## config.mk

```make
export PLATFORM = sky130hd
export DESIGN_NAME = crt_artifact_color_pairs
export DESIGN_NICKNAME = d
export VERILOG_FILES = /design/src/hw/rtl/crtac_pkg.sv /design/src/hw/rtl/crt_artifact_color_pairs.sv /design/src/hw/rtl/crtac_pair_render.sv /design/src/hw/rtl/crtac_result_fifo.sv
export SDC_FILE = /design/constraint.sdc
export NUM_CORES = 1
export LEC_CHECK = 0
export BUFFER_PORTS_ARGS = -buffer_cell sky130_fd_sc_hd__clkbuf_2
export CORE_ASPECT_RATIO = 0.8
export CORE_MARGIN = 2
export CORE_UTILIZATION = 58
export CTS_CLUSTER_DIAMETER = 200
export DETAILED_ROUTE_END_ITERATION = 16
export GPL_TIMING_DRIVEN = 1
export PLACE_DENSITY = 0.81
export SLEW_MARGIN = 40
export SYNTH_ARGS = -nofsm -noshare
export SYNTH_HDL_FRONTEND = slang
export SYNTH_HIERARCHICAL = 1
export SYNTH_SLANG_ARGS = --single-unit
```

## constraint.sdc

```tcl
create_clock -name clk -period 8.4 [get_ports clk]
set_input_delay 0.84 -clock clk [delete_from_list [all_inputs] [get_ports clk]]
set_output_delay 0.84 -clock clk [all_outputs]
set_load 0.05 [all_outputs]
```

## src/hw/rtl/crtac_pkg.sv

```systemverilog
`timescale 1ns / 1ps

package crtac_pkg;

	// source pair codes, bit 1 is the left source pixel
	typedef logic [1:0] pair_t;

	localparam pair_t PAIR_DARK   = 2'b00;
	localparam pair_t PAIR_LOW    = 2'b01;
	localparam pair_t PAIR_HIGH   = 2'b10;
	localparam pair_t PAIR_BRIGHT = 2'b11;

	// rgb565 colors
	localparam int PixelWidth = 16;

	typedef logic [PixelWidth-1:0] pixel_t;

	localparam pixel_t COLOR_BLACK  = 16'h0000;
	localparam pixel_t COLOR_BLUE   = 16'h001F;
	localparam pixel_t COLOR_ORANGE = 16'hFC80;
	localparam pixel_t COLOR_WHITE  = 16'hFFFF;

	// result queue sizing
	localparam int FifoDepth = 4;
	localparam int PtrWidth  = $clog2(FifoDepth);
	localparam int CntWidth  = $clog2(FifoDepth + 1);

	// one output item
	typedef struct packed {
		pixel_t left_pixel;
		pixel_t right_pixel;
		logic   row_last;
	} result_t;

	// results made by one accepted item, packed low first
	typedef struct packed {
		logic    first_valid;
		logic    second_valid;
		result_t first;
		result_t second;
	} render_t;

	// colors of one pair from its neighbors; rules follow the codes, not the colors
	function automatic result_t render_pair(pair_t cur, pair_t prev, pair_t next,
		logic swap, logic last);
		pixel_t  c_low;
		pixel_t  c_high;
		result_t res;
		c_low  = swap ? COLOR_ORANGE : COLOR_BLUE;
		c_high = swap ? COLOR_BLUE : COLOR_ORANGE;
		res.row_last = last;
		case (cur)
			PAIR_LOW: begin
				if (next == PAIR_HIGH || next == PAIR_BRIGHT) begin
					res.left_pixel  = COLOR_BLACK;
					res.right_pixel = COLOR_WHITE;
				end else begin
					res.left_pixel  = c_low;
					res.right_pixel = c_low;
				end
			end
			PAIR_HIGH: begin
				if (prev == PAIR_LOW || prev == PAIR_BRIGHT) begin
					res.left_pixel  = COLOR_WHITE;
					res.right_pixel = COLOR_BLACK;
				end else begin
					res.left_pixel  = c_high;
					res.right_pixel = c_high;
				end
			end
			PAIR_BRIGHT: begin
				res.left_pixel  = COLOR_WHITE;
				res.right_pixel = COLOR_WHITE;
			end
			default: begin
				res.left_pixel  = COLOR_BLACK;
				res.right_pixel = COLOR_BLACK;
			end
		endcase
		return res;
	endfunction

endpackage

```

## src/hw/rtl/crt_artifact_color_pairs.sv

```systemverilog
`timescale 1ns / 1ps

// Artifact-color renderer for a 1bpp scanline: each two-bit source pair
// becomes two rgb565 pixels (left_pixel, right_pixel).
// Channels:
//   cfg  - cfg_valid/cfg_ready/cfg_data writes swap_colors; always ready.
//          Write only while no results are outstanding.
//   in   - in_valid/in_ready with bit_pair and row_end (last pair of a row).
//   out  - out_valid/out_ready with left_pixel, right_pixel, row_last.
// Order: a pair's result is drawn when its right neighbor is accepted and
// is registered into the output queue; a pair carrying row_end is drawn at
// once, so that item yields two results when a pair was waiting, one
// otherwise. The first pair of a row that is longer than one pair yields none.
// Throughput: one item per cycle while in_ready is high; a row end puts up
// to two results into a four-entry output queue that drains one per cycle
// while out_ready is high, so in_ready drops only when over two are queued.
// Stall: while out_ready is low the head item holds and the queue fills;
// in_ready falls before it can overflow.
// Reset: arst_n clears the queue, the neighbor state (black left edge,
// nothing pending) and swap_colors.
module crt_artifact_color_pairs (
	input  logic                 clk,
	input  logic                 arst_n,
	input  logic                 cfg_valid,
	output logic                 cfg_ready,
	input  logic                 cfg_data,
	input  logic                 in_valid,
	output logic                 in_ready,
	input  logic [1:0]           bit_pair,
	input  logic                 row_end,
	output logic                 out_valid,
	input  logic                 out_ready,
	output logic [15:0]          left_pixel,
	output logic [15:0]          right_pixel,
	output logic                 row_last
);
	import crtac_pkg::*;

	logic    swap_colors_q;
	logic    accept;
	logic    room;
	render_t render;
	result_t head;

	// configuration register
	assign cfg_ready = 1'b1;

	always_ff @(posedge clk or negedge arst_n) begin
		if (!arst_n) begin
			swap_colors_q <= 1'b0;
		end else if (cfg_valid && cfg_ready) begin
			swap_colors_q <= cfg_data;
		end
	end

	// input handshake
	assign in_ready = room;
	assign accept   = in_valid && in_ready;

	crtac_pair_render u_render (
		.clk         (clk),
		.arst_n      (arst_n),
		.accept      (accept),
		.bit_pair    (bit_pair),
		.row_end     (row_end),
		.swap_colors (swap_colors_q),
		.render      (render)
	);

	crtac_result_fifo u_fifo (
		.clk       (clk),
		.arst_n    (arst_n),
		.push      (render),
		.room      (room),
		.out_valid (out_valid),
		.out_ready (out_ready),
		.head      (head)
	);

	// output fields
	assign left_pixel  = head.left_pixel;
	assign right_pixel = head.right_pixel;
	assign row_last    = head.row_last;

endmodule

```

## src/hw/rtl/crtac_pair_render.sv

```systemverilog
`timescale 1ns / 1ps

module crtac_pair_render (
	input  logic              clk,
	input  logic              arst_n,
	input  logic              accept,
	input  crtac_pkg::pair_t  bit_pair,
	input  logic              row_end,
	input  logic              swap_colors,
	output crtac_pkg::render_t render
);
	import crtac_pkg::*;

	pair_t   pending_pair_q;
	logic    pending_valid_q;
	pair_t   previous_pair_q;
	pair_t   flush_prev;
	logic    emit_pending;
	logic    emit_flush;
	result_t pending_res;
	result_t flush_res;

	// pending pair is drawn once its right neighbor shows up
	assign emit_pending = accept && pending_valid_q;
	assign emit_flush   = accept && row_end;
	assign pending_res  = render_pair(pending_pair_q, previous_pair_q, bit_pair,
		swap_colors, 1'b0);

	// row end draws the incoming pair at once with a black right edge
	assign flush_prev = pending_valid_q ? pending_pair_q : previous_pair_q;
	assign flush_res  = render_pair(bit_pair, flush_prev, PAIR_DARK, swap_colors, 1'b1);

	// pack results low first
	always_comb begin
		render.first_valid  = emit_pending || emit_flush;
		render.second_valid = emit_pending && emit_flush;
		render.first        = emit_pending ? pending_res : flush_res;
		render.second       = flush_res;
	end

	// neighbor tracking across the row
	always_ff @(posedge clk or negedge arst_n) begin
		if (!arst_n) begin
			pending_pair_q  <= PAIR_DARK;
			pending_valid_q <= 1'b0;
			previous_pair_q <= PAIR_DARK;
		end else if (accept) begin
			if (row_end) begin
				pending_pair_q  <= PAIR_DARK;
				pending_valid_q <= 1'b0;
				previous_pair_q <= PAIR_DARK;
			end else begin
				if (pending_valid_q) begin
					previous_pair_q <= pending_pair_q;
				end
				pending_pair_q  <= bit_pair;
				pending_valid_q <= 1'b1;
			end
		end
	end

endmodule

```

## src/hw/rtl/crtac_result_fifo.sv

```systemverilog
`timescale 1ns / 1ps

module crtac_result_fifo (
	input  logic               clk,
	input  logic               arst_n,
	input  crtac_pkg::render_t push,
	output logic               room,
	output logic               out_valid,
	input  logic               out_ready,
	output crtac_pkg::result_t head
);
	import crtac_pkg::*;

	result_t               mem_q [FifoDepth];
	logic [PtrWidth-1:0]   wr_ptr_q;
	logic [PtrWidth-1:0]   rd_ptr_q;
	logic [CntWidth-1:0]   count_q;
	logic [PtrWidth-1:0]   wr_ptr_p1;
	logic [PtrWidth-1:0]   wr_step;
	logic [CntWidth-1:0]   push_n;
	logic                  pop;

	// status and head item
	assign out_valid = (count_q != '0);
	assign room      = (count_q <= CntWidth'(FifoDepth - 2));
	assign head      = mem_q[rd_ptr_q];
	assign pop       = out_valid && out_ready;

	assign wr_ptr_p1 = wr_ptr_q + PtrWidth'(1);
	assign push_n    = CntWidth'(push.first_valid) + CntWidth'(push.second_valid);
	assign wr_step   = PtrWidth'(push_n);

	// item storage, up to two writes per cycle
	always_ff @(posedge clk) begin
		if (push.first_valid) begin
			mem_q[wr_ptr_q] <= push.first;
		end
		if (push.second_valid) begin
			mem_q[wr_ptr_p1] <= push.second;
		end
	end

	// pointers and fill count
	always_ff @(posedge clk or negedge arst_n) begin
		if (!arst_n) begin
			wr_ptr_q <= '0;
			rd_ptr_q <= '0;
			count_q  <= '0;
		end else begin
			wr_ptr_q <= wr_ptr_q + wr_step;
			if (pop) begin
				rd_ptr_q <= rd_ptr_q + PtrWidth'(1);
			end
			count_q <= count_q + push_n - CntWidth'(pop);
		end
	end

endmodule

```

=== Word level (Yosys, flattened, before mapping) ===
Memory sizes are Yosys's and may differ from the RTL's.
Cells that the tools add are included.
Widths: inputs -> output; s select.

* Add/subtract/negate cells: 6
* Multipliers: 0
* Div/mod/pow operators: 0
* $lt $le $gt $ge: 1
* Equality and inequality tests: 10
* Shift operators: 0
* Muxes and demuxes: 16
* Bitwise gates (word level): 0
* Reductions and logical operators: 10

{| class="wikitable"
|+ Operators by type and width
! kind !! number
|-
| $pmux 32 s3 || 2
|-
| $mux 32 || 3
|-
| $mux 33 || 1
|-
| $mux 16 || 2
|-
| $eq 2x2->1 const B || 6
|-
| $eq 2x1->1 const B || 4
|-
| $mux 2 || 3
|-
| $logic_and 1x1->1 || 5
|-
| $mux 1 || 5
|-
| $add 2x1->2 const B || 2
|-
| $logic_or 1x1->1 || 4
|-
| $add 3x3->3 || 1
|-
| $le 3x2->1 const B || 1
|-
| $reduce_bool 3->1 || 1
|-
| $sub 3x1->3 || 1
|-
| $add 1x1->2 || 1
|-
| $add 2x2->2 || 1
|}

* Bits in registers: 13
* Latch bits: 0
* Bits in writable memories: 132
* ROM bits: 0
* Bits of input ports: 9
* Output and inout bits: 36
* Memories kept: 1

{| class="wikitable"
|+ Memories
! memory !! depth !! width !! read ports !! clocked after Yosys merged registers in !! write ports !! line !! text
|-
| u_fifo.mem_q || 4 || 33 || 1 || 0 || 2 || crtac_result_fifo.sv:14 || <nowiki>result_t mem_q [FifoDepth];</nowiki>
|}

=== Logic depth before layout (Yosys ltp) ===
* Depth after elaboration: 7
* Gate-level depth with buffers: 13

=== By module ===
The synthesis kept the hierarchy.

{| class="wikitable"
|+ Modules (own cells, without submodules)
! module !! instances !! cells an instance !! area each (um^2)
|-
| crtac_result_fifo || 1 || 359 || 6766.5
|-
| crtac_pair_render || 1 || 121 || 887.1
|-
| crt_artifact_color_pairs || 1 || 5 || 57.6
|}

=== Worst setup path before layout ===
No wires, ideal clock.

* Kind: register to register
* From: reg u_fifo.count_q[0]
* To: mem u_fifo/mem_q[2][0] (netlist name), enable pin
* Setup time: 0.469 ns
* Arrival time: 4.343 ns
* Setup slack: 3.588 ns
* Cell stages (with the launch flop): 7
* Buffers on the path: 1
* Period minus slack after synthesis: 4.812 ns
* Path through: dfrtp_1 a21oi_1 and2_1 clkbuf_1 o21a_1 nand2b_1 o21ai_0

{| class="wikitable"
|+ RTL lines
! what !! line !! text
|-
| start: declaration || crtac_result_fifo.sv:17 || <nowiki>logic [CntWidth-1:0] count_q;</nowiki>
|-
| start signal: assignment || crtac_result_fifo.sv:54 || <nowiki>count_q <= count_q + push_n - CntWidth'(pop);</nowiki>
|-
| end: declaration || crtac_result_fifo.sv:14 ||
|}

=== Final worst setup path ===
* From: reg u_fifo.rd_ptr_q[0]
* To: out left_pixel[5]

* Cells in the longest elaborated chain, start to end: 1

{| class="wikitable"
|+ RTL lines
! what !! line !! text
|-
| start: declaration || crtac_result_fifo.sv:16 || <nowiki>logic [PtrWidth-1:0] rd_ptr_q;</nowiki>
|-
| start signal: assignment || crtac_result_fifo.sv:52 || <nowiki>rd_ptr_q <= rd_ptr_q + PtrWidth'(1);</nowiki>
|-
| $mem_v2 4x33 || n/a ||
|-
| end: declaration || crt_artifact_color_pairs.sv:33 || <nowiki>output logic [15:0] left_pixel,</nowiki>
|}

Every way passes these cells.

==> reports/results.tsv <==
metric	value	unit
# Max-Cap Violations	0	
IO Pins	45	
clock root cell	clkbuf_16	
register area	0.00427	mm2
minimum clock period	3.42	ns
Max Clk Rate	292	MHz
clk sink count	144	
HP Class	input pin to async pin	
Setup-failing EPs final	0	
row count	37	
post-route cell area	0.00839	mm2
Fillers	881	
chip width	133	um
Total GRT Usage	0.220	
Cell Area, Synth	0.00771	mm2
final std cells w/o fill	669	
Clock Path Buffers	2	
Period Utilization, post-route	0.408	
total CTS buffers	17	
die height	107	um
Synth Flop Type	edfxtp_1	
synth top area cells	edfxtp_1, mux2_2, mux4_2, buf_4, dfrtp_1	
Fin Clk Skew	0.0145	ns
most common cell after layout, fill and taps aside	edfxtp_1	
Worst slew margin	0.457	
Critical Path AT	2.58	ns
Ant. Diodes	0	
Setup TNS Final	0	ns
critical path capture point type	primary output	
grt ovf	0	
Max H-tree Level	4	
insertion delay to the later sink of the worst-skew pair	0.42	ns
Ys Warns	6	
Final GP Congestion	0.809	
ratio of cells with drive above 1 in the final layout	0.545	
library cells used by synthesis	46	
cells along the critical path	buf_4 -> mux4_2 -> clkbuf_2	
syn nets	500	
area leader, netlist	edfxtp_1	
cts hold-fix bufs	0	
CTS tree	done	
vias in the first global route	4211	
area grow syn2layout	8.79	%
wire per inst	21.7	um
first-pass GRT wire length	23500	um
Synth Register Bits	144	
Multi-input gate area	0.00291	mm2
Die ar.	0.0142	mm2
post-synth top area share	0.514	
Power Dens Cells	388	mW/mm2
RSZ-0062 raised after global routing	false	
Mapped Cells	485	
most frequent cells in the layout	edfxtp_1, mux2_2, clkbuf_2	
Post-Place Cells	637	
status	finished clean	
WL final	14500	um
CP required	7.56	ns
largest net degree at the start of global routing	35	
initial antenna violation count	0	
DR iter-0 viols	414	
Synth async-reset ratio	0.0833	
Hold Fails Final Rpt	0	
Post-synth EDFFs	132	
Starting Density	0.597	
Post-CTS Resized	0	
dpl hpwl	9030	um
setup ws final	4.98	ns
syn avg cell area	15.9	um2
Final #Nets	496	
pre-CTS setup slack	5.13	ns
maximum vdd drop	0.228	mV
P_leak	3.00	nW
DRC violations left	0	
Reg clk slew, reported paths	0.06	ns
Crit Path Max Fanout	18	
Critical-path top delay cell	dfrtp_2	
max-slew violation count	0	
post-route ant nets	0	
register area share after synthesis	0.553	
Setup Fix Bufs, Post-CTS	0	
CP Launch Type	flip-flop	
Core Area	0.0129	mm2
Setup CP Type	flip-flop to primary output	
first-pass iteration count of the detailed router	5	
Placement Cell Area	0.00786	mm2
critical path's largest stage delay	0.82	ns
Via density	5.97	
via count	3996	
I/O Buffers	43	
worst r2r path cells	12	
Slew @ Worst Pin	0.814	ns
-- report_power, final --
group | total [mW] | internal (mW) | leakage (nW) | switching [mW]
registers | 1.15 | 1.02 | 1.35 | 0.131
logic | 1.42 | 0.565 | 1.39 | 0.858
clock network | 0.681 | 0.401 | 0.263 | 0.280
-- sequential cells by signal, indices dropped and copies added, names as in the netlist --
signal,flops
u_fifo/mem_q,132
u_fifo/wr_ptr_q,2
u_fifo/rd_ptr_q,2
u_render/previous_pair_q,1
u_render/pending_pair_q,2
u_fifo/count_q,3
u_render/pending_valid_q,1
swap_colors_q,1
-- synth_stat cells (3+ instances only) --
cell,n
a21oi_1,4
buf_2,16
buf_4,59
clkbuf_1,4
dfrtp_1,12
edfxtp_1,132
ha_1,5
inv_1,12
mux2_2,131
mux2i_1,3
mux4_2,33
nand2_1,3
nand2b_1,3
nand3b_1,3
nor2_1,9
nor2b_1,3
o21ai_0,6
o22ai_1,3
xnor2_1,4
-- layout make-up --
class	count	area share
well taps	175	0.0261
clock inverters	13	0.0115
multi-input cells	245	0.347
repair buffers	60	0.0491
clock buffers	19	0.0516
flip-flops and latches	144	0.509
inverters	13	0.00582
-- critical path, delay by kind of cell (launching register included) --
family,cells,cell delay [ns]
flip-flops,1,0.82
multiplexers,1,0.61
buffers and inverters,2,0.73
-- kinds of logic after synthesis --
logic type / after synthesis / synth area share
flip-flops: 144 / 0.553
buffers and inverters: 96 / 0.0800
XOR/XNOR: 6 / 0.00681
AND/OR/NAND/NOR: 31 / 0.0245
AO/OA/AOI/OAI: 29 / 0.0256
multiplexers: 171 / 0.298
adder cells (fa/ha/maj): 6 / 0.0107
other: 2 / 0.000974
-- layer usage --
layer	vias to the layer above	wire, um	track usage
met2	110	7250	0.364
met5	-	0	0
li1	1821	-	-
met3	8	819	0.0473
met1	2057	6330	0.292
met4	0	120	0.0722
-- path summary, 6_finish.rpt --
path | startpoint | endpoint | slack [ns]
worst max-delay path | u_fifo/rd_ptr_q[0] | left_pixel[5] | 4.98
min in group clk | u_fifo/count_q[2] | u_fifo/count_q[2] | 0.55
worst max register to register | u_fifo/count_q[0] | u_fifo/count_q[2] | 5.35
worst min-delay path | arst_n | u_render/pending_valid_q | 0.31
worst min register to register | u_fifo/count_q[2] | u_fifo/count_q[2] | 0.55
max in group asynchronous | arst_n | u_fifo/rd_ptr_q[1] | 7.81
-- stage by stage --
stage | power [mW] | hold WS, ns | utilization
after floorplan | 2.36 | 0.461 | -
after global placement | 2.50 | 0.515 | 0.595
after detailed placement | 2.59 | 0.538 | 0.608
after CTS | 3.27 | 0.320 | 0.649
after global routing | 3.41 | 0.333 | 0.650
final | 3.25 | 0.314 | 0.650
(Power assumes the default switching activity.)
